===== src/sv/mdgr_pkg.sv =====
`timescale 1ns / 1ps
`default_nettype none
// Shared types and constants of the matrix downmixer with gain ramp.
// Used by every module of the block; depends on nothing.
package mdgr_pkg;

	localparam int NUM_CH_MAX   = 32;
	localparam int MAX_BLOCK    = 4096;
	localparam int CH_W         = 5;
	localparam int NIN_W        = 6;
	localparam int BLK_W        = 13;
	localparam int FRM_W        = 12;
	localparam int GAIN_W       = 20;
	localparam int SMP_W        = 16;
	localparam int ADDR_W       = 2 * CH_W;
	localparam int NUM_W        = 35;
	localparam int G_W          = 36;
	localparam int PROD_W       = SMP_W + G_W;
	localparam int ACC_W        = 56;
	localparam int FRAC_W       = 16;
	localparam int PADDR_W      = 4;
	localparam int PDATA_W      = 32;

	localparam logic [1:0] OP_WRITE  = 2'd0;
	localparam logic [1:0] OP_SAMPLE = 2'd1;
	localparam logic [1:0] OP_CLEAR  = 2'd2;

	localparam logic [1:0] REG_OUT_CNT = 2'd0;
	localparam logic [1:0] REG_IN_CNT  = 2'd1;
	localparam logic [1:0] REG_BLK_LEN = 2'd2;

	typedef enum logic [1:0] {
		K_WRITE,
		K_SAMPLE,
		K_CLEAR
	} kind_t;

	typedef struct packed {
		logic [1:0]              operation;
		logic [CH_W-1:0]         source_channel;
		logic [CH_W-1:0]         target_channel;
		logic [GAIN_W-1:0]       gain_value;
		logic                    ramp_enable;
		logic signed [SMP_W-1:0] sample_value;
	} in_item_t;

	typedef struct packed {
		logic [CH_W-1:0]         out_channel;
		logic signed [SMP_W-1:0] out_sample;
		logic                    frame_last;
	} out_item_t;

	typedef struct packed {
		kind_t                   kind;
		logic [CH_W-1:0]         src;
		logic [CH_W-1:0]         dst;
		logic [GAIN_W-1:0]       gain;
		logic                    ramp;
		logic signed [SMP_W-1:0] sample;
	} cmd_t;

	typedef struct packed {
		logic [NIN_W-1:0] nin;
		logic [CH_W-1:0]  nout;
		logic [BLK_W-1:0] len;
	} cfg_t;

	typedef struct packed {
		logic                    start;
		logic signed [NUM_W-1:0] num;
		logic [BLK_W-1:0]        den;
	} div_req_t;

	typedef struct packed {
		logic                    done;
		logic signed [NUM_W-1:0] quot;
	} div_rsp_t;

	typedef struct packed {
		logic init_done;
		logic div_wait;
	} back_sts_t;

endpackage
`default_nettype wire


===== src/sv/mdgr_front.sv =====
`timescale 1ns / 1ps
`default_nettype none
// Front end: accepts items, decodes the operation and drops unused codes.
// Depends on mdgr_pkg.
module mdgr_front import mdgr_pkg::*; (
	input  wire           clk,
	input  wire           arst_n,
	input  wire           enable,
	input  wire           in_valid,
	output logic          in_ready,
	input  wire in_item_t in_item,
	output logic          cmd_valid,
	output cmd_t          cmd,
	input  wire           cmd_ready
);

	logic  v_s1;
	cmd_t  cmd_s1;
	logic  keep;
	kind_t kind;

	assign in_ready  = enable && (!v_s1 || cmd_ready);
	assign cmd_valid = v_s1;
	assign cmd       = cmd_s1;

	always_comb begin
		keep = 1'b1;
		kind = K_SAMPLE;
		unique case (in_item.operation)
			OP_WRITE:  kind = K_WRITE;
			OP_SAMPLE: kind = K_SAMPLE;
			OP_CLEAR:  kind = K_CLEAR;
			default:   keep = 1'b0;
		endcase
	end

	always_ff @(posedge clk or negedge arst_n) begin
		if (!arst_n) begin
			v_s1 <= 1'b0;
		end else if (in_valid && in_ready) begin
			v_s1 <= keep;
		end else if (cmd_ready) begin
			v_s1 <= 1'b0;
		end
	end

	always_ff @(posedge clk) begin
		if (in_valid && in_ready) begin
			cmd_s1.kind   <= kind;
			cmd_s1.src    <= in_item.source_channel;
			cmd_s1.dst    <= in_item.target_channel;
			cmd_s1.gain   <= in_item.gain_value;
			cmd_s1.ramp   <= in_item.ramp_enable;
			cmd_s1.sample <= in_item.sample_value;
		end
	end

endmodule
`default_nettype wire


===== config.mk =====
export PLATFORM = sky130hd
export DESIGN_NAME = mdgr_front
export DESIGN_NICKNAME = d
export VERILOG_FILES = /design/src/sv/mdgr_pkg.sv /design/src/sv/mdgr_front.sv
export SDC_FILE = /design/constraint.sdc
export NUM_CORES = 1
export LEC_CHECK = 0
export BUFFER_PORTS_ARGS = -buffer_cell sky130_fd_sc_hd__buf_4
export CAP_MARGIN = 20
export CELL_PAD_IN_SITES_DETAIL_PLACEMENT = 0
export CELL_PAD_IN_SITES_GLOBAL_PLACEMENT = 1
export CORE_MARGIN = 2
export CORE_UTILIZATION = 32
export DETAILED_ROUTE_END_ITERATION = 6
export MAX_ROUTING_LAYER = met4
export PLACE_DENSITY_LB_ADDON = 0.1
export SETUP_SLACK_MARGIN = 0.1
export SYNTH_ARGS = -nofsm -noshare
export SYNTH_HDL_FRONTEND = slang
export SYNTH_SLANG_ARGS = --single-unit

===== constraint.sdc =====
create_clock -name clk -period 3.25 [get_ports clk]
set_input_delay 0.975 -clock clk [delete_from_list [all_inputs] [get_ports clk]]
set_output_delay 0.975 -clock clk [all_outputs]
set_load 0.01 [all_outputs]

# == Word-level counts from Yosys, hierarchy flattened ==
# Index checks and enable logic that the tools add are counted.
# classes
n_mux,4
n_reduce_logical,7
n_eq_ne,2
# ops
cell,count
one-hot mux 2 bit (2 select lines),1
2-to-1 mux 1 bit,3
OR reduction 3 bit,1
equality test 2 x 1 -> 1 bit (second input constant),1
equality test 2 bit (second input constant),1
logical AND 1 bit,2
zero test 2 bit,1
nonzero test 2 bit,1
zero test 1 bit,1
logical OR 1 bit,1
# totals
input_bits,54
regBits,50
elab_cells,20
output_inout_bits,51

# == Longest topological paths before layout ==
# depth
word_depth,5
mapped_depth,2
mapped_depth_nobuf,2

# == Least setup slack after synthesis ==
# Ideal clock, no wire load.
# synth_timing
path_type,input to register
start,input port in_valid
end,"register cmd_s1, in the netlist cmd[0], enable pin"
setup_ns,0.457
cell_stages,2
path_buffers,0
t_required_ns,2.793
t_arrival_ns,3.096
setup_slack_ns,-0.303
path_cell_list,nand2_1 nor2_1
# synth_via
elab_chain_cells,1
# synth_lines
element,line,source
"start, declared",mdgr_front.sv:9,"input wire in_valid,"
logical AND 1 bit,mdgr_front.sv:48,if (in_valid && in_ready) begin
"end, declared",mdgr_front.sv:18,cmd_t cmd_s1;
# No other way between the ends.
# A chain may end at the register's enable or synchronous reset.

# == Worst setup path in the final report ==
# layout_timing
start,input port cmd_ready
end,output port in_ready
# layout_via
elab_chain_cells,2
# layout_lines
element,line,source
"start, declared",mdgr_front.sv:14,input wire cmd_ready
logical OR 1 bit,mdgr_front.sv:22,assign in_ready = enable && (!v_s1 || cmd_ready);
logical AND 1 bit,mdgr_front.sv:22,
"end, declared",mdgr_front.sv:10,"output logic in_ready,"
# No other way between the ends.

==> results.yml <==
clock_network:
  cts_setup_buffers: 0
  cts_resized: 0
  numCtsBuffers: 5
  clockRootBuffer: "clkbuf_8"
  clockBufferDepth: 2
  clk_latency_ps: 290
  ctsHtreeMaxLevel: 2
  clkSinkCount: 50
  ctsHoldBuffers: 0
  clk_pin_slew_ps: 80
  cts_tree: "yes"
sta:
  worst_slew_pin_slew_ps: 596
  fmax_mhz: 415
  setup_tns_ps: 0
  fin_crit_ps: 2410
  slew_violations: 0
  setup_viol: 0
  timing.slew.headroom_pct: 60.2
  rsz0062_at_grt: "no"
  fin_ws_ps: 839
  clock_skew_ps: 3.24
  whs_ps: 437
  fin_crit_sh_pct: 74.2
  hold_viol_final: 0
die:
  core_mm2: 0.00469
  rows: 25
  die_w_um: 73.6
  initial_core_util_pct: 33.0
  die-height_um: 73.6
  ioPinCount: 105
  dieArea_mm2: 0.00541
setup_path:
  path_buf_inv: 2
  arrival_ps: 1440
  crit_family: "buffers and inverters"
  endpoint_kind: "output port"
  crit_path_max_incr_delay_ps: 140
  start_kind: "input pin"
  critPathKind: "input pin to output port"
  worstReg2RegStart: "cmd_valid"
  worstPathCellList: "buf_4 > nor2b_4 > nor2b_1 > buf_4"
  cp_common_cell: "buf_4"
  cp-startpoint: "cmd_ready"
  cp_max_fo: 3
  worstPathRequired_ps: 2270
  cp_slowest_cell: "nor2b_4"
layout:
  ff_latch_area_mm2: 0.00150
  fin_area_mm2: 0.00254
  antenna_cells: 0
  multiInputGateArea_um2: 56.3
  fillCellCount: 414
  layout-drive-gt1-share_pct: 67.6
  final_nets: 223
  syn2layout_area_growth_pct: 64.1
yosys:
  ys_ff_latch: 50
  synth.distinct_cells: 9
  yosysWarningCount: 0
  syn_nets: 112
  netlist_instances: 58
  synth-seq-area-share_pct: 96.6
  syn_area_mm2: 0.00155
  syn_avg_cell_area_um2: 26.7
pwr:
  vdd_drop_max_uv: 299
  p_leak_nw: 1.06
  seq_power_share_pct: 54.9
  sw_frac_of_total_pct: 17.8
  p_sw_mw: 0.243
  p_int_mw: 1.12
  pwr-share-clk_pct: 36.1
  pwr-share-comb_pct: 9.0
  power_density_mw_per_mm2: 537
global_routing:
  track_usage_pct: 11.8
  grt_max_degree: 50
  antenna_found_initial: 0
  grt-ovfl-total: 0
  grt_pass1_vias: 953
  grt_pass1_wl_mm: 4.40
placed_design:
  dp_slack_ps: 838
  io_buffers: 104
  gp_congestion: 0.618
  placed_cell_area_mm2: 0.00241
routing:
  drc: 0
  viasPerCell: 4.25
  wirelength_mm: 3.10
  vias: 953
  wl_per_cell_um: 13.8
  drt-initial-drc-count: 30
  postRouteAntennaNets: 0
  drt-pass1-iter-count: 4
worst_hold_path:
  holdCritPathClass: "input pin to asynchronous set/reset pin"
run_status:
  status: "finished, final reports clean"
job:
  cap_violations: 0
## sequential cells by signal, indices dropped and copies added, names as in the netlist
| register | count |
|---|---|
| cmd_valid | 1 |
| cmd | 49 |
## worst register-to-register path, stage by stage, from the launching register on
cell,delay [ps]
dfrtp_1,380
nor2b_4,140
nor2_4,80
buf_4,500
## metal layers
layer / part of all wire, % / vias up / global-route usage [%] / wire, um
li1: - / 445 / - / -
met1: 33 / 453 / 11.7 / 1040
met2: 57 / 53 / 20.2 / 1770
met3: 9.0 / 2 / 5.21 / 280
met4: 0.64 / 0 / 4.85 / 20
met5: 0 / - / - / 0
## stage by stage
| step | util [%] | power (mW) | instances |
|---|---|---|---|
| 3_3_place_gp | 51.3 | 0.887 | 216 |
| 4_1_cts | 54.2 | 1.39 | 224 |
| 6_report | 54.2 | 1.36 | 224 |
| 3_5_place_dp | 51.3 | 0.891 | 216 |
| 2_1_floorplan | - | 0.795 | 58 |
| 5_1_grt | 54.2 | 1.42 | 224 |
## layout by cell type (no fill, tap or decap)
cell type / instances
nor2_4: 1
bufinv_16: 2
clkinv_1: 1
edfxtp_1: 49
dfrtp_1: 1
buf_4: 105
and2b_2: 1
clkbuf_8: 5
a31o_1: 1
nor2b_4: 1
nand2_1: 2
nor2b_1: 1
## cell usage after synthesis
master / count / share of area (%)
a31o_1: 1 / 0.57
and2b_2: 1 / 0.57
clkbuf_1: 1 / 0.24
dfrtp_1: 1 / 1.6
edfxtp_1: 49 / 95
nand2_1: 2 / 0.48
nor2_1: 1 / 0.24
nor2b_1: 1 / 0.40
nor2b_4: 1 / 0.89
## final timing paths
path	cells past startpoint	slack, ps	to
setup reg to reg	3	1770	cmd[38]
min in group clk	2	670	cmd_valid
max in group asynchronous	1	2730	cmd_valid
hold / removal	1	440	cmd_valid
setup / recovery	4	840	in_ready
hold reg to reg	2	670	cmd_valid
## final cells by class
type                            instances  share of cell area (%)
Sequential cell                        50                    58.9
Clock inverter                          3                    2.51
Tap cell                               54                    2.66
Multi-Input combinational cell          7                    2.22
Timing Repair Buffer                  105                    31.0
Clock buffer                            5                    2.71
## power by group through the flow
stage	registers [mW]	clock network, mW	logic, mW
4_1_cts	0.750	0.511	0.126
2_1_floorplan	0.780	0	0.0156
3_5_place_dp	0.765	0	0.126
6_report	0.749	0.492	0.123
5_1_grt	0.753	0.537	0.132
3_3_place_gp	0.763	0	0.123
## logic make-up after synthesis
group / after synthesis / share of synthesized area [%]
AND/OR/NAND/NOR: 6 / 2.58
buffers and inverters: 1 / 0.242
AO/OA/AOI/OAI: 1 / 0.566
flip-flops: 50 / 96.6
No activity file was read; power rests on OpenSTA's default activity.
