--- config.mk ---
export PLATFORM = sky130hd
export DESIGN_NAME = mdgr_div
export DESIGN_NICKNAME = d
export VERILOG_FILES = /design/src/sv/mdgr_pkg.sv /design/src/sv/mdgr_div.sv
export SDC_FILE = /design/constraint.sdc
export NUM_CORES = 1
export LEC_CHECK = 0
export CAP_MARGIN = 20
export CORE_ASPECT_RATIO = 2
export CORE_MARGIN = 3
export CORE_UTILIZATION = 56
export CTS_CLUSTER_SIZE = 16
export DETAILED_ROUTE_END_ITERATION = 6
export DONT_BUFFER_PORTS = 1
export GPL_TIMING_DRIVEN = 0
export PLACE_DENSITY_LB_ADDON = 0.15
export SYNTH_ARGS = -nofsm -noshare
export SYNTH_HDL_FRONTEND = slang
export SYNTH_SLANG_ARGS = --single-unit
--- constraint.sdc ---
create_clock -name clk -period 4.3 [get_ports clk]
set_clock_uncertainty 0.15 [all_clocks]
set_input_delay 0.43 -clock clk [delete_from_list [all_inputs] [get_ports clk]]
set_output_delay 0.43 -clock clk [all_outputs]
set_load 0.02 [all_outputs]
--- src/sv/mdgr_pkg.sv ---
`timescale 1ns / 1ps
`default_nettype none
// Shared types and constants of the matrix downmixer with gain ramp.
// Used by every module of the block; depends on nothing.
package mdgr_pkg;

	localparam int NUM_CH_MAX   = 32;
	localparam int MAX_BLOCK    = 4096;
	localparam int CH_W         = 5;
	localparam int NIN_W        = 6;
	localparam int BLK_W        = 13;
	localparam int FRM_W        = 12;
	localparam int GAIN_W       = 20;
	localparam int SMP_W        = 16;
	localparam int ADDR_W       = 2 * CH_W;
	localparam int NUM_W        = 35;
	localparam int G_W          = 36;
	localparam int PROD_W       = SMP_W + G_W;
	localparam int ACC_W        = 56;
	localparam int FRAC_W       = 16;
	localparam int PADDR_W      = 4;
	localparam int PDATA_W      = 32;

	localparam logic [1:0] OP_WRITE  = 2'd0;
	localparam logic [1:0] OP_SAMPLE = 2'd1;
	localparam logic [1:0] OP_CLEAR  = 2'd2;

	localparam logic [1:0] REG_OUT_CNT = 2'd0;
	localparam logic [1:0] REG_IN_CNT  = 2'd1;
	localparam logic [1:0] REG_BLK_LEN = 2'd2;

	typedef enum logic [1:0] {
		K_WRITE,
		K_SAMPLE,
		K_CLEAR
	} kind_t;

	typedef struct packed {
		logic [1:0]              operation;
		logic [CH_W-1:0]         source_channel;
		logic [CH_W-1:0]         target_channel;
		logic [GAIN_W-1:0]       gain_value;
		logic                    ramp_enable;
		logic signed [SMP_W-1:0] sample_value;
	} in_item_t;

	typedef struct packed {
		logic [CH_W-1:0]         out_channel;
		logic signed [SMP_W-1:0] out_sample;
		logic                    frame_last;
	} out_item_t;

	typedef struct packed {
		kind_t                   kind;
		logic [CH_W-1:0]         src;
		logic [CH_W-1:0]         dst;
		logic [GAIN_W-1:0]       gain;
		logic                    ramp;
		logic signed [SMP_W-1:0] sample;
	} cmd_t;

	typedef struct packed {
		logic [NIN_W-1:0] nin;
		logic [CH_W-1:0]  nout;
		logic [BLK_W-1:0] len;
	} cfg_t;

	typedef struct packed {
		logic                    start;
		logic signed [NUM_W-1:0] num;
		logic [BLK_W-1:0]        den;
	} div_req_t;

	typedef struct packed {
		logic                    done;
		logic signed [NUM_W-1:0] quot;
	} div_rsp_t;

	typedef struct packed {
		logic init_done;
		logic div_wait;
	} back_sts_t;

endpackage
`default_nettype wire

--- src/sv/mdgr_div.sv ---
`timescale 1ns / 1ps
`default_nettype none
// Radix-2 restoring divider for the gain ramp, quotient truncated toward zero.
// One quotient bit per cycle. Depends on mdgr_pkg.
module mdgr_div import mdgr_pkg::*; (
	input  wire           clk,
	input  wire           arst_n,
	input  wire div_req_t req,
	output div_rsp_t      rsp
);

	localparam int MAG_W = NUM_W - 1;
	localparam int CNT_W = $clog2(MAG_W);
	localparam logic [CNT_W-1:0] LAST = CNT_W'(MAG_W - 1);

	logic             busy_q;
	logic             done_q;
	logic [CNT_W-1:0] cnt_q;
	logic             neg_q;
	logic [BLK_W-1:0] rem_q;
	logic [BLK_W-1:0] den_q;
	logic [MAG_W-1:0] quo_q;
	logic [BLK_W:0]   rem_sh;
	logic [BLK_W:0]   rem_nx;
	logic             ge;
	logic signed [NUM_W-1:0] num_abs;

	assign rem_sh  = {rem_q, quo_q[MAG_W-1]};
	assign ge      = rem_sh >= {1'b0, den_q};
	assign rem_nx  = ge ? (rem_sh - {1'b0, den_q}) : rem_sh;
	assign num_abs = req.num[NUM_W-1] ? -req.num : req.num;

	assign rsp.done = done_q;
	assign rsp.quot = neg_q ? -$signed({1'b0, quo_q}) : $signed({1'b0, quo_q});

	always_ff @(posedge clk or negedge arst_n) begin
		if (!arst_n) begin
			busy_q <= 1'b0;
			done_q <= 1'b0;
			cnt_q  <= '0;
		end else begin
			done_q <= busy_q && (cnt_q == LAST);
			if (req.start) begin
				busy_q <= 1'b1;
				cnt_q  <= '0;
			end else if (busy_q) begin
				cnt_q <= cnt_q + CNT_W'(1);
				if (cnt_q == LAST) busy_q <= 1'b0;
			end
		end
	end

	always_ff @(posedge clk) begin
		if (req.start) begin
			quo_q <= num_abs[MAG_W-1:0];
			rem_q <= '0;
			neg_q <= req.num[NUM_W-1];
			den_q <= req.den;
		end else if (busy_q) begin
			quo_q <= {quo_q[MAG_W-2:0], ge};
			rem_q <= rem_nx[BLK_W-1:0];
		end
	end

endmodule
`default_nettype wire

### Yosys cells after proc, flatten, opt, wreduce, memory -nomap -nowiden

Cells that the tools add are included.

* bits in registers: 69
* latch bits: 0
* RAM bits: 0
* bits in read-only memories: 0
* input bits: 51
* logic and storage cells: 25
* memories kept: 0

* add/subtract/negate cells: 4
* multipliers: 0
* divide/modulo/power cells: 0
* magnitude comparators: 1
* equal/unequal tests: 1
* shifts and indexed selects: 0
* muxes and demuxes: 10
* bitwise gates (word level): 0
* reductions and logical operators: 2

Operators by type and width (count)
* 34-bit 2-to-1 mux: 3
* 35-bit 2-to-1 mux: 1
* 34-bit negator with 35-bit output: 1
* 34-bit negator: 1
* 14-bit by 13-bit >= comparator with 1-bit output: 1
* 13-bit 2-to-1 mux: 1
* 13-bit subtractor: 1
* 6-bit 2-to-1 mux: 2
* 6-bit by 1-bit adder with 6-bit output (second input constant): 1
* 6-bit equality test (second input constant): 1
* 1-bit 2-to-1 mux: 3
* 2-bit nonzero test: 1
* 1-bit logical AND: 1

### Logic depth before layout (Yosys ltp)

Gate-level depths: netlist of the first run.

* depth after elaboration: 4
* depth in mapped cells: 10
* mapped depth without buffers: 9

### Worst setup path after synthesis of the first run

Ideal clock, no wire load.

* path kind: register -> register
* start point: register quo_q[33]
* end point: register rem_q[2]
* setup time: 0.106 ns
* arrival: 2.309 ns
* data required time: 4.044 ns
* setup slack: 1.735 ns
* stages on the path, launching flop included: 10
* buffers on the path: 0
* period minus slack after synthesis: 2.565 ns
* cells stage by stage: edfxtp_1 inv_1 ha_1 inv_1 fa_1 a21oi_1 a211oi_2 o31a_2 or4_1 o311ai_0

* cells in the longest elaborated chain, start to end: 2
* elaborated cells between the ends (all ways): 3
* those cells by class: 1 x add/sub; 1 x order compare; 1 x mux

RTL lines
* from (decl): line mdgr_div.sv:22 `logic [MAG_W-1:0] quo_q;`
* from (signal assigned): line mdgr_div.sv:55 `quo_q <= num_abs[MAG_W-1:0];`
* from (signal assigned): line mdgr_div.sv:60 `quo_q <= {quo_q[MAG_W-2:0], ge};`
* 13-bit subtractor / 14-bit by 13-bit >= comparator with 1-bit output (equally long branches): line mdgr_div.sv:30, mdgr_div.sv:29
* 13-bit 2-to-1 mux *: line mdgr_div.sv:30 `assign rem_nx = ge ? (rem_sh - {1'b0, den_q}) : rem_sh;`
* to (signal assigned): line mdgr_div.sv:61 `rem_q <= rem_nx[BLK_W-1:0];`
* to (decl): line mdgr_div.sv:20 `logic [BLK_W-1:0] rem_q;`

Every way passes the cells marked *; elsewhere a longest branch is shown, timed or not.
A chain may end at the register's enable or synchronous reset.

==> impl_results.md, run 1 <==
* CTS clk-pin slew, worst paths at around 0.06 ns
* Share of power burned in registers at 36.9%
* Ys flop type: edfxtp_1
* Cts bufs inserted at 9
* TritonCTS Sinks at about 70
* Crit path kind: reg -> out
* First-pass GRT wire length at roughly 22,000 µm
* Rows at 48
* Worst rel slew slack at about half
* GRT Util Overall at 27.97%
* DR iter-0 viols at approximately 310
* Max_cap viols at 0
* Most instantiated cells after synthesis: nor2_1 (53), a21oi_1 (51), edfxtp_1 (48)
* Sw frac at 38.50%
* Vias in the first global route at 4,560
* Initial antenna violation count at 1
* Max Root-Sink Buffers at 2
* Core Box Area at between 8000 and 9000 µm²
* Mapped Avg Cell Area at a little over 9 µm²
* Mapped Nets at 621
* Synth unique cells at 63
* Gate power share at 37.2%
* Routed WL at ~14,000 µm
* PortBufs at 0
* Post-DR vias/cell at roughly 6.6
* Area growth, synth to finish at 8.440%
* RD Place Congestion at between 0.9 and 1
* CTS resizes at 0
* Synthesized area at between 5000 and 6000 µm²
* Horiz. Die Dim at approximately 73 µm
* EDFF count, synth at between 40 and 50
* H-tree Lvls at 3
* Largest net degree at the start of global routing at 21
* P per Cell Area at 469.7 nW/µm²
* Max-slew violations at 0
* Final critical-path required period at 3.108 ns
* Yosys reg bits at 69
* CTS root buffer: clkbuf_16
* Pleak at between 2 and 2.5 nW
* Clock power frac at between 20% and 30%
* Period utilization at ~72%
* Initial core utilization at ~58%
* RSZ-0062 raised after global routing: no
* Switching power at ~0.0010 W
* Worst IR Drop VDD at approximately 0.24 mV
* Via count at about 4,400
* Share of cells above drive strength 1 at 8.421%
* Critical path fanouts, max at 5
* Post-synthesis sequential area ratio at a little under two fifths
* Internal cell power at 0.001593 W
* F_max at ~320 MHz
* Worst EP arrival at 2.53 ns
* Fin nets at ~630
* Yosys top cell by area: edfxtp_1
* Final setup viols at 0
* Count leader, synth: nor2_1
* Setup WS pre-CTS at 1.405 ns
* Setup TNS at 0 ns
* Wire length per cell at between 20 and 25 µm
* Clk Latency, worst-skew pair at ~0.33 ns
* Hold Fails Final Rpt at 0
* Routed Antenna Nets at 0
* Crit. End Element: primary output
* Post-CTS Setup Inserts at 0
* CTS tree: yes
* Share of the synthesized area in the top cell type at 28.35%
* HPWL Detailed at between 10,000 and 15,000 µm
* DR pass1 iterations at 6
* YS warnings at 0
* Worst Slack Setup Final at between 1 and 1.5 ns
* # fillers at ~770
* Ys async rst share at between 10 and 15%
* Worst Path Required at ~3.7 ns
* Die Ht at ~140 µm
* Status: finished, final reports clean
* Cell count after synthesis at about 550
* # DRC at 0
* Die area at approximately 10,000 µm²
* Num ports at 87
* Top cells by area, synth: edfxtp_1 (28%), xnor2_1 (6.9%), xor2_1 (6.0%)
* Gr ovfl total at 0
* Hold Path Class: in -> reg
* CP startpoint kind: flop
* Least-Margin Pin Slew at ~0.76 ns
## stage by stage
step / utilization [%] / power, W / cells / cell area [µm²] / hold WS (ns)
floorplan: - / 0.001686 / 552 / 5085 / -0.01559
global route: 62.89 / 0.002735 / 671 / 5514 / 0.02350
CTS: 62.86 / 0.002582 / 670 / 5512 / 0.03273
finish: 62.89 / 0.002590 / 671 / 5514 / 0.04086
detailed placement: 59.73 / 0.001904 / 653 / 5238 / -0.01540
global placement: 59.42 / 0.001889 / 652 / 5210 / -0.01540
## kinds of logic after synthesis
group,Yosys count,synth area share [%]
mux,2,0.3937
simple gates,168,18.50
xor+xnor,75,12.92
compound gates,162,21.68
fa+ha+maj,18,4.577
flops,69,37.40
buf+inv,58,4.528
## sequential cells by signal (all words and copies together), names as in the netlist
register,count
busy_q,1
rem_q,13
done_q,1
den_q,13
cnt_q,6
quo_q,34
neg_q,1
## repair_timing
item	in CTS	in global routing
hold endpoints to repair	8	0
endpoints found under the setup margin	0	0
hold buffers	1	0
## layout make-up
class,instances,area (µm²),area share (%)
multi-input cells,425,2953,53.55
flip-flops and latches,69,1902,34.49
clock buffers,13,250.2,4.538
plain buffers,33,136.4,2.473
well taps,100,125.1,2.269
inverters,25,93.84,1.702
repair buffers,2,37.54,0.6807
clock inverters,3,13.76,0.2496
diodes,1,2.502,0.04538
## cells in the final DEF (no fill, tap or decap), types with 3 or more instances in the layout
master,n
nor2_1,53
a21oi_1,51
edfxtp_1,48
xnor2_1,40
xor2_1,35
nand2_1,32
clkbuf_1,30
o21ai_0,29
o31ai_1,27
inv_1,25
ha_1,17
and3_1,13
dfxtp_1,13
o41ai_1,9
nand3_1,9
clkbuf_16,9
or3_1,8
dfrtp_1,8
nor3_1,7
nand4_1,6
nand2b_1,6
a311oi_1,6
a21o_1,5
a31oi_1,5
or4_1,4
buf_2,4
or4_4,4
o41ai_2,4
nor4_2,3
a211oi_1,3
a2111oi_0,3
nor4_1,3
## per-layer routing
layer  GRT usage [%]  wire [µm]
met3           6.709        811
met4           12.80        546
met5               0          0
met2           52.62       7993
met1           27.39       4605
## power by group through the flow
stage / Clock, W / Combinational, W / Sequential (W)
2_1_floorplan: 0 / 0.000761 / 0.000925
3_3_place_gp: 0 / 0.000928 / 0.000960
3_5_place_dp: 0 / 0.000940 / 0.000964
4_1_cts: 0.000677 / 0.000953 / 0.000952
5_1_grt: 0.000714 / 0.00105 / 0.000968
6_report: 0.000670 / 0.000964 / 0.000956
## worst max-delay path, stage by stage (launching register included)
cell	delay, ns
edfxtp_1	0.49
or4_4	0.55
nor3_2	0.29
nand3_2	0.20
o31ai_1	0.32
xnor2_1	0.34
## final timing paths
check | slack [ns] | from | endpoint | cells after the start
setup reg to reg | 1.24 | quo_q[33] | rem_q[6] | 10
max in group asynchronous | 3.43 | arst_n | busy_q | 1
hold reg to reg | 0.38 | rem_q[3] | rem_q[4] | 2
min in group asynchronous | 0.30 | arst_n | cnt_q[3] | 1
hold / removal | 0.04 | req[4] | den_q[4] | 0
setup / recovery | 1.19 | quo_q[18] | rsp[32] | 5
No activity file was read; power rests on OpenSTA's default activity.
==> run 2: changes to the inputs <==
- ABC_AREA: not set -> 1
- clock period: 4.3 -> 2.7 ns (I/O delays scaled with it)
==> run 2 against run 1 <==
Against the previous run:
- critical path depth up 5
- non-clock buffer count grew 5
- worst setup slack lost 1.1 ns
- global-route usage rose by 1.8 points
- highest routed layer unchanged
- cell area increased by 19%
- via count up 27%
- die area is 13% higher
- flip-flop and latch count did not move
- critical endpoint unchanged
- critical path type unchanged
==> impl_results.md, run 2 <==
* Hold wc startpoint: req[48]
* RD Place Congestion at around 0.96
* Hold slack at between 0.03 and 0.04 ns
* Setup TNS at 0 ns
* Gate power share at around 40%
* Vias in the first global route at between 5,000 and 6,000
* Internal cell power at between 0.002 and 0.003 W
* Synthesized area at a little under 6000 µm²
* Clock power frac at 26.8%
* Hold Path Class: in -> reg
* Least-Margin Pin Slew at ~0.8 ns
* Mapped Nets at between 900 and 1,000
* Crit path kind: reg -> out
* Routed WL at between 15,000 and 20,000 µm
* Worst rel slew slack at a little under half
* Largest net degree at the start of global routing at 28
* CTS root buffer: clkbuf_16
* Synth Area in Adders at roughly 4%
* GRT Util Overall at 29.76%
* Max Root-Sink Buffers at 2
* Antenna cells at 0
* Final instance area at 6560 µm²
* Most frequent cells in the layout: nand2_1 (235), inv_1 (128), nand3_1 (85)
* CTS tree: yes
* CP startpoint kind: flop
* Final setup viols at 0
* Max-slew violations at 0
* Via count at ~5,600
* Worst reg2reg endpoint: quo_q[0]
* Pleak at between 3 and 4 nW
* Initial antenna violation count at 0
* Die Ht at ~150 µm
* Post-DP Area at around 6000 µm²
* H-tree Lvls at 3
* Post-synthesis xor/xnor area fraction at about 6.3%
* Share of power burned in registers at around 32%
* Routed Antenna Nets at 0
* F_max at 384.5 MHz
* Max_cap viols at 0
* Cells on worst reg2reg path at 11
* Mapped Avg Cell Area at between 6 and 7 µm²
* First-pass GRT wire length at between 20,000 and 30,000 µm
* Gr ovfl total at 0
* Post-synthesis compound-gate area fraction at just under 8%
* Num ports at between 80 and 90
* HPWL Detailed at 13,780 µm
* Biggest regs: quo_q x34, den_q x13, rem_q x13
* Count leader, synth: nand2_1
* Max reg flops at 34
* Switching power at ~0.0019 W
* Ys async rst share at 11.59%
* Synth unique cells at slightly above 40
* CP peak stage delay at about 0.38 ns
* Core Box Area at 10,150 µm²
* PortBufs at 0
* Main combinational cell family by area after synthesis: simple AND/OR/NAND/NOR gates
* R2r startpoint: quo_q[33]
* CP dominant cell by count: nand2_1
* Register bank with the most flops: quo_q
* # DRC at 0
* YS warnings at 0
* Worst Path Required at 2.28 ns
* Post-DR vias/cell at 5.523
* Cell count after synthesis at between 800 and 900
* DR pass1 iterations at 5
* Clk Latency, worst-skew pair at between 0.3 and 0.4 ns
* Worst EP arrival at approximately 2.2 ns
* Sw frac at approximately two fifths
* Cts bufs inserted at 9
* Hold Fails Final Rpt at 0
* P per Cell Area at between 700 and 800 nW/µm²
* Share of the synthesized area in the top cell type at approximately 25%
* TritonCTS Sinks at between 60 and 70
* Slowest CP cell: edfxtp_1
* Wire length per cell at 16.48 µm
* EDFF count, synth at 48
* Final critical-path required period at 2.601 ns
* Rows at 52
* DR iter-0 viols at about 260
* Top cells by area, synth: edfxtp_1 (25%), nand2_1 (15%), inv_1 (8.3%)
* CTS clk-pin slew, worst paths at 0.06 ns
* Reg2reg setup slack at between 0.2 and 0.25 ns
* Critical path fanouts, max at 5
* Most instantiated cells after synthesis: nand2_1 (235), inv_1 (129), nand3_1 (85)
* Crit. End Element: primary output
* Power, Total at approximately 0.0046 W
* Share of cells above drive strength 1 at 10.57%
* Worst IR Drop VDD at roughly 0.35 mV
* Area growth, synth to finish at 13.04%
* Critical-path cell list: inv_1 -> ha_4 -> nand4_4 -> nor2_4 -> nand2_1 -> o21ai_4 -> buf_4 -> nand3_1 -> nand2_1 -> nand2_1
* Horiz. Die Dim at 77.98 µm
* Yosys top cell by area: edfxtp_1
* Status: finished, final reports clean
* Most common cell after layout, fill and taps aside: nand2_1
* Fin nets at approximately 940
* Yosys reg bits at slightly below 70
* Hold-critical path depth at 3
* Post-synthesis mux area share at 0%
* Initial core utilization at 57.17%
* Period utilization at 96.33%
* Synth Area in Simple Gates at 38.10%
* RSZ-0062 raised after global routing: yes
* Hold EP: rem_q[2]
* Ys flop type: edfxtp_1
* Post-synthesis sequential area ratio at 32.77%
* Die area at between 10,000 and 15,000 µm²
## run 2: changes by cell type after synthesis, sizes merged, moves of 26 or more
cell	change
xnor2	-29
nand3	+84
nor2	+41
o31ai	-26
a21oi	-37
nand2	+213
nand4	+29
inv	+112
## run 2: power groups by stage
stage          Sequential [W]  Clock, W  Combinational [W]
2_1_floorplan         0.00145         0            0.00149
3_3_place_gp          0.00148         0            0.00181
3_5_place_dp          0.00149         0            0.00184
4_1_cts               0.00147   0.00125            0.00188
5_1_grt               0.00150   0.00130            0.00214
6_report              0.00148   0.00124            0.00191
## run 2: stage by stage
step | utilization [%] | std cells | setup slack (ns)
after floorplan | - | 846 | 0.5507
after global placement | 58.84 | 981 | 0.1988
after detailed placement | 59.11 | 982 | 0.1818
after CTS | 64.00 | 1014 | -0.01972
after global routing | 64.63 | 1015 | -0.01387
final | 64.63 | 1015 | 0.09899
## run 2: per-layer routing
layer	up-vias	global-route usage, %	share of wire, %
met5	-	0	0
met4	0	22.33	7.5
met3	81	4.880	4.2
met2	182	58.89	56
met1	2544	25.34	32
li1	2799	-	-
## run 2: how the worst max path moves through the flow
stage	slack, ns	from	endpoint
floorplan	0.55	quo_q[33]	quo_q[0]
global placement	0.20	quo_q[33]	quo_q[0]
detailed placement	0.18	quo_q[33]	quo_q[0]
CTS	-0.02	quo_q[0]	rsp[20]
global route	-0.01	quo_q[0]	rsp[32]
finish	0.1	quo_q[0]	rsp[32]
## run 2: final cells by class
cell class	instances	area [µm²]
Timing Repair Buffer	18	195.2
Clock inverter	5	55.05
Inverter	137	514.2
Sequential cell	69	1902
Clock buffer	11	264.0
Multi-Input combinational cell	618	3339
Fill cell	973	3590
Buffer	22	121.4
Tap cell	135	168.9
## run 2: critical path: cells and delay by family (launching register included)
kind / cells / cell delay [ns]
buffers and inverters: 2 / 0.33
AOI/OAI and AO/OA: 1 / 0.28
adders and majority gates: 1 / 0.21
DFF: 1 / 0.38
and+or+nand+nor: 6 / 0.63
## run 2: what timing repair did
| item | CTS | global route |
|---|---|---|
| endpoints found under the hold margin | 36 | 0 |
| gates resized for setup | 3 | 8 |
| hold buffers | 16 | 0 |
| buffers inserted | 0 | 1 |
| endpoints found under the setup margin | 4 | 7 |
| pin swaps | 0 | 1 |
## run 2: cell families (layout without fill, tap and decap cells)
logic type                 Yosys count  count (layout)
AOI/OAI and AO/OA                   77              77
buffers and inverters              159             193
and+or+nand+nor                    481             481
adders and majority gates           18              18
DFF                                 69              69
xor gates and xnor gates            42              42
==> run 3: changes to the inputs <==
- clock period: 2.7 -> 3.38 ns (I/O delays scaled with it)
==> run 3 against run 2 <==
Against the previous run:
- the run now ends with design-rule violations left
- combinational power is 21% lower
- flip-flop and latch count stayed put
- wire length is 0.55% lower
- critical endpoint is now rsp[24]
- largest cell class unchanged
==> impl_results.md, run 3 (same netlist as run 2, synthesis figures left out) <==
* Failing checks: design-rule violations
* HPWL Detailed at roughly 14,000 µm
* Worst reg2reg endpoint: quo_q[0]
* Worst Slack Setup Final at 0.4861 ns
* Antenna cells at 0
* Final setup viols at 0
* Routed wl met2 at 9338 µm
* Crit path kind: reg -> out
* Worst IR Drop VDD at between 0.2 and 0.3 mV
* Post-layout instance count excluding filler cells at around 1,000
* Register bank with the most flops: quo_q
* CTS tree: yes
* Post-CTS Setup Inserts at 0
* Gr ovfl total at 0
* RSZ-0062 raised after global routing: no
* F_max at around 350 MHz
* Rows at 52
* CTS clk-pin slew, worst paths at ~0.06 ns
* Share of cells above drive strength 1 at 9.556%
* R2r startpoint: quo_q[33]
* Worst Path Required at about 2.9 ns
* Power, Total at between 0.003 and 0.004 W
* Most common cell after layout, fill and taps aside: nand2_1
* Most frequent cells in the layout: nand2_1 (235), inv_1 (129), nand3_1 (85)
* Worst rel slew slack at a little under half
* Period utilization at about 86%
* Die Ht at between 100 and 150 µm
* # DRC at 4
* CP startpoint kind: flop
* Initial antenna violation count at 0
* # fillers at between 900 and 1,000
* Max-slew violations at 0
* Core Util, Final at 63.83%
* DR WL met3 at ~710 µm
* Final critical-path required period at 2.894 ns
* Routed Antenna Nets at 0
* Crit. End Element: primary output
* Wire length per cell at between 15 and 20 µm
* Biggest regs: quo_q x34, den_q x13, rem_q x13
* GRT Util Overall at between 20 and 30%
* First-pass GRT wire length at roughly 27,000 µm
* Pleak at 3.122 nW
* RD Place Congestion at roughly 0.96
* Fin nets at between 900 and 1,000
* P per Cell Area at ~570 nW/µm²
* M1 WL at between 5000 and 6000 µm
* DR iter-0 viols at around 250
* Via count at 5,605
* Max reg flops at 34
* Hold Fails Final Rpt at 0
* Hold Path Class: in -> reg
* Initial core utilization at a little under three fifths
* PortBufs at 0
* Setup TNS at 0 ns
* Worst EP arrival at 2.41 ns
* Placed insts at around 1,000
* Clk Latency, worst-skew pair at around 0.34 ns
* DR pass1 iterations at 7
* Setup WS pre-CTS at 0.8393 ns
* TritonCTS Sinks at just under 70
* Die area at about 12,000 µm²
* Core Box Area at between 10,000 and 15,000 µm²
* Max Root-Sink Buffers at 2
* Cells on worst reg2reg path at 11
* Crit. Startpoint: quo_q[0]
* Routed WL at approximately 17,000 µm
* Critical path fanouts, max at 5
* Vias in the first global route at about 6,000
* Num ports at between 80 and 90
* Critical Path Sink: rsp[24]
* Max_cap viols at 0
* Least-Margin Pin Slew at ~0.78 ns
* Largest net degree at the start of global routing at 28
* H-tree Lvls at 3
* CTS root buffer: clkbuf_16
* Status: finished, violations left
* Post-DR vias/cell at about 5.5
* Cts bufs inserted at 9
* Area growth, synth to finish at 11.64%
* Uppermost layer routed: met4
* Reg2reg setup slack at approximately 0.86 ns
* Horiz. Die Dim at 77.98 µm
run 3: cell type report:
| class | count | area (µm²) | share of cell area (%) |
|---|---|---|---|
| Inverter | 137 | 514.2 | 7.937 |
| Clock inverter | 5 | 55.05 | 0.8497 |
| Timing Repair Buffer | 17 | 187.7 | 2.897 |
| Tap cell | 135 | 168.9 | 2.607 |
| Multi-Input combinational cell | 618 | 3266 | 50.41 |
| Clock buffer | 11 | 264.0 | 4.075 |
| Buffer | 22 | 121.4 | 1.873 |
| Sequential cell | 69 | 1902 | 29.35 |
run 3: worst min path at each step:
stage | from | to | slack (ns) | cells after the start
4_1_cts | req[48] | rem_q[2] | 0.10 | 3
2_1_floorplan | arst_n | busy_q | -0.11 | 0
6_report | req[48] | rem_q[2] | 0.11 | 3
3_5_place_dp | arst_n | cnt_q[4] | -0.11 | 0
3_3_place_gp | arst_n | cnt_q[5] | -0.11 | 0
5_1_grt | req[26] | quo_q[13] | 0.13 | 2
run 3: power by group:
group | switching [W] | internal (W) | total [W]
Clock | 0.000351 | 0.000634 | 0.000986
Sequential | 0.000120 | 0.00106 | 0.00118
Combinational | 0.000989 | 0.000510 | 0.00150
Total | 0.00146 | 0.00220 | 0.00366
run 3: timing repair:
action                                 4_1_cts  5_1_grt
endpoints found under the hold margin       36        0
hold buffers                                16        0
gates resized for setup                      0        0
run 3: critical path, stage by stage (launching register included):
cell and delay (ns):
edfxtp_1 0.38, inv_1 0.12, ha_1 0.34, nand4_4 0.16, nor2_4 0.13, nand2_1 0.09
o21ai_2 0.32, nand2_1 0.11, xor2_1 0.42
run 3: layer usage:
layer | GRT usage (%) | up-vias
li1 | - | 2801
met1 | 25.29 | 2537
met2 | 59.11 | 188
met3 | 4.880 | 79
met4 | 21.89 | 0
met5 | 0 | -
run 3: per-stage QoR:
step | area (µm²) | hold WS (ns)
floorplan | 5803 | -0.1076
global placement | 5972 | -0.1074
detailed placement | 6000 | -0.1074
CTS | 6479 | 0.1032
global route | 6479 | 0.1301
finish | 6479 | 0.1081
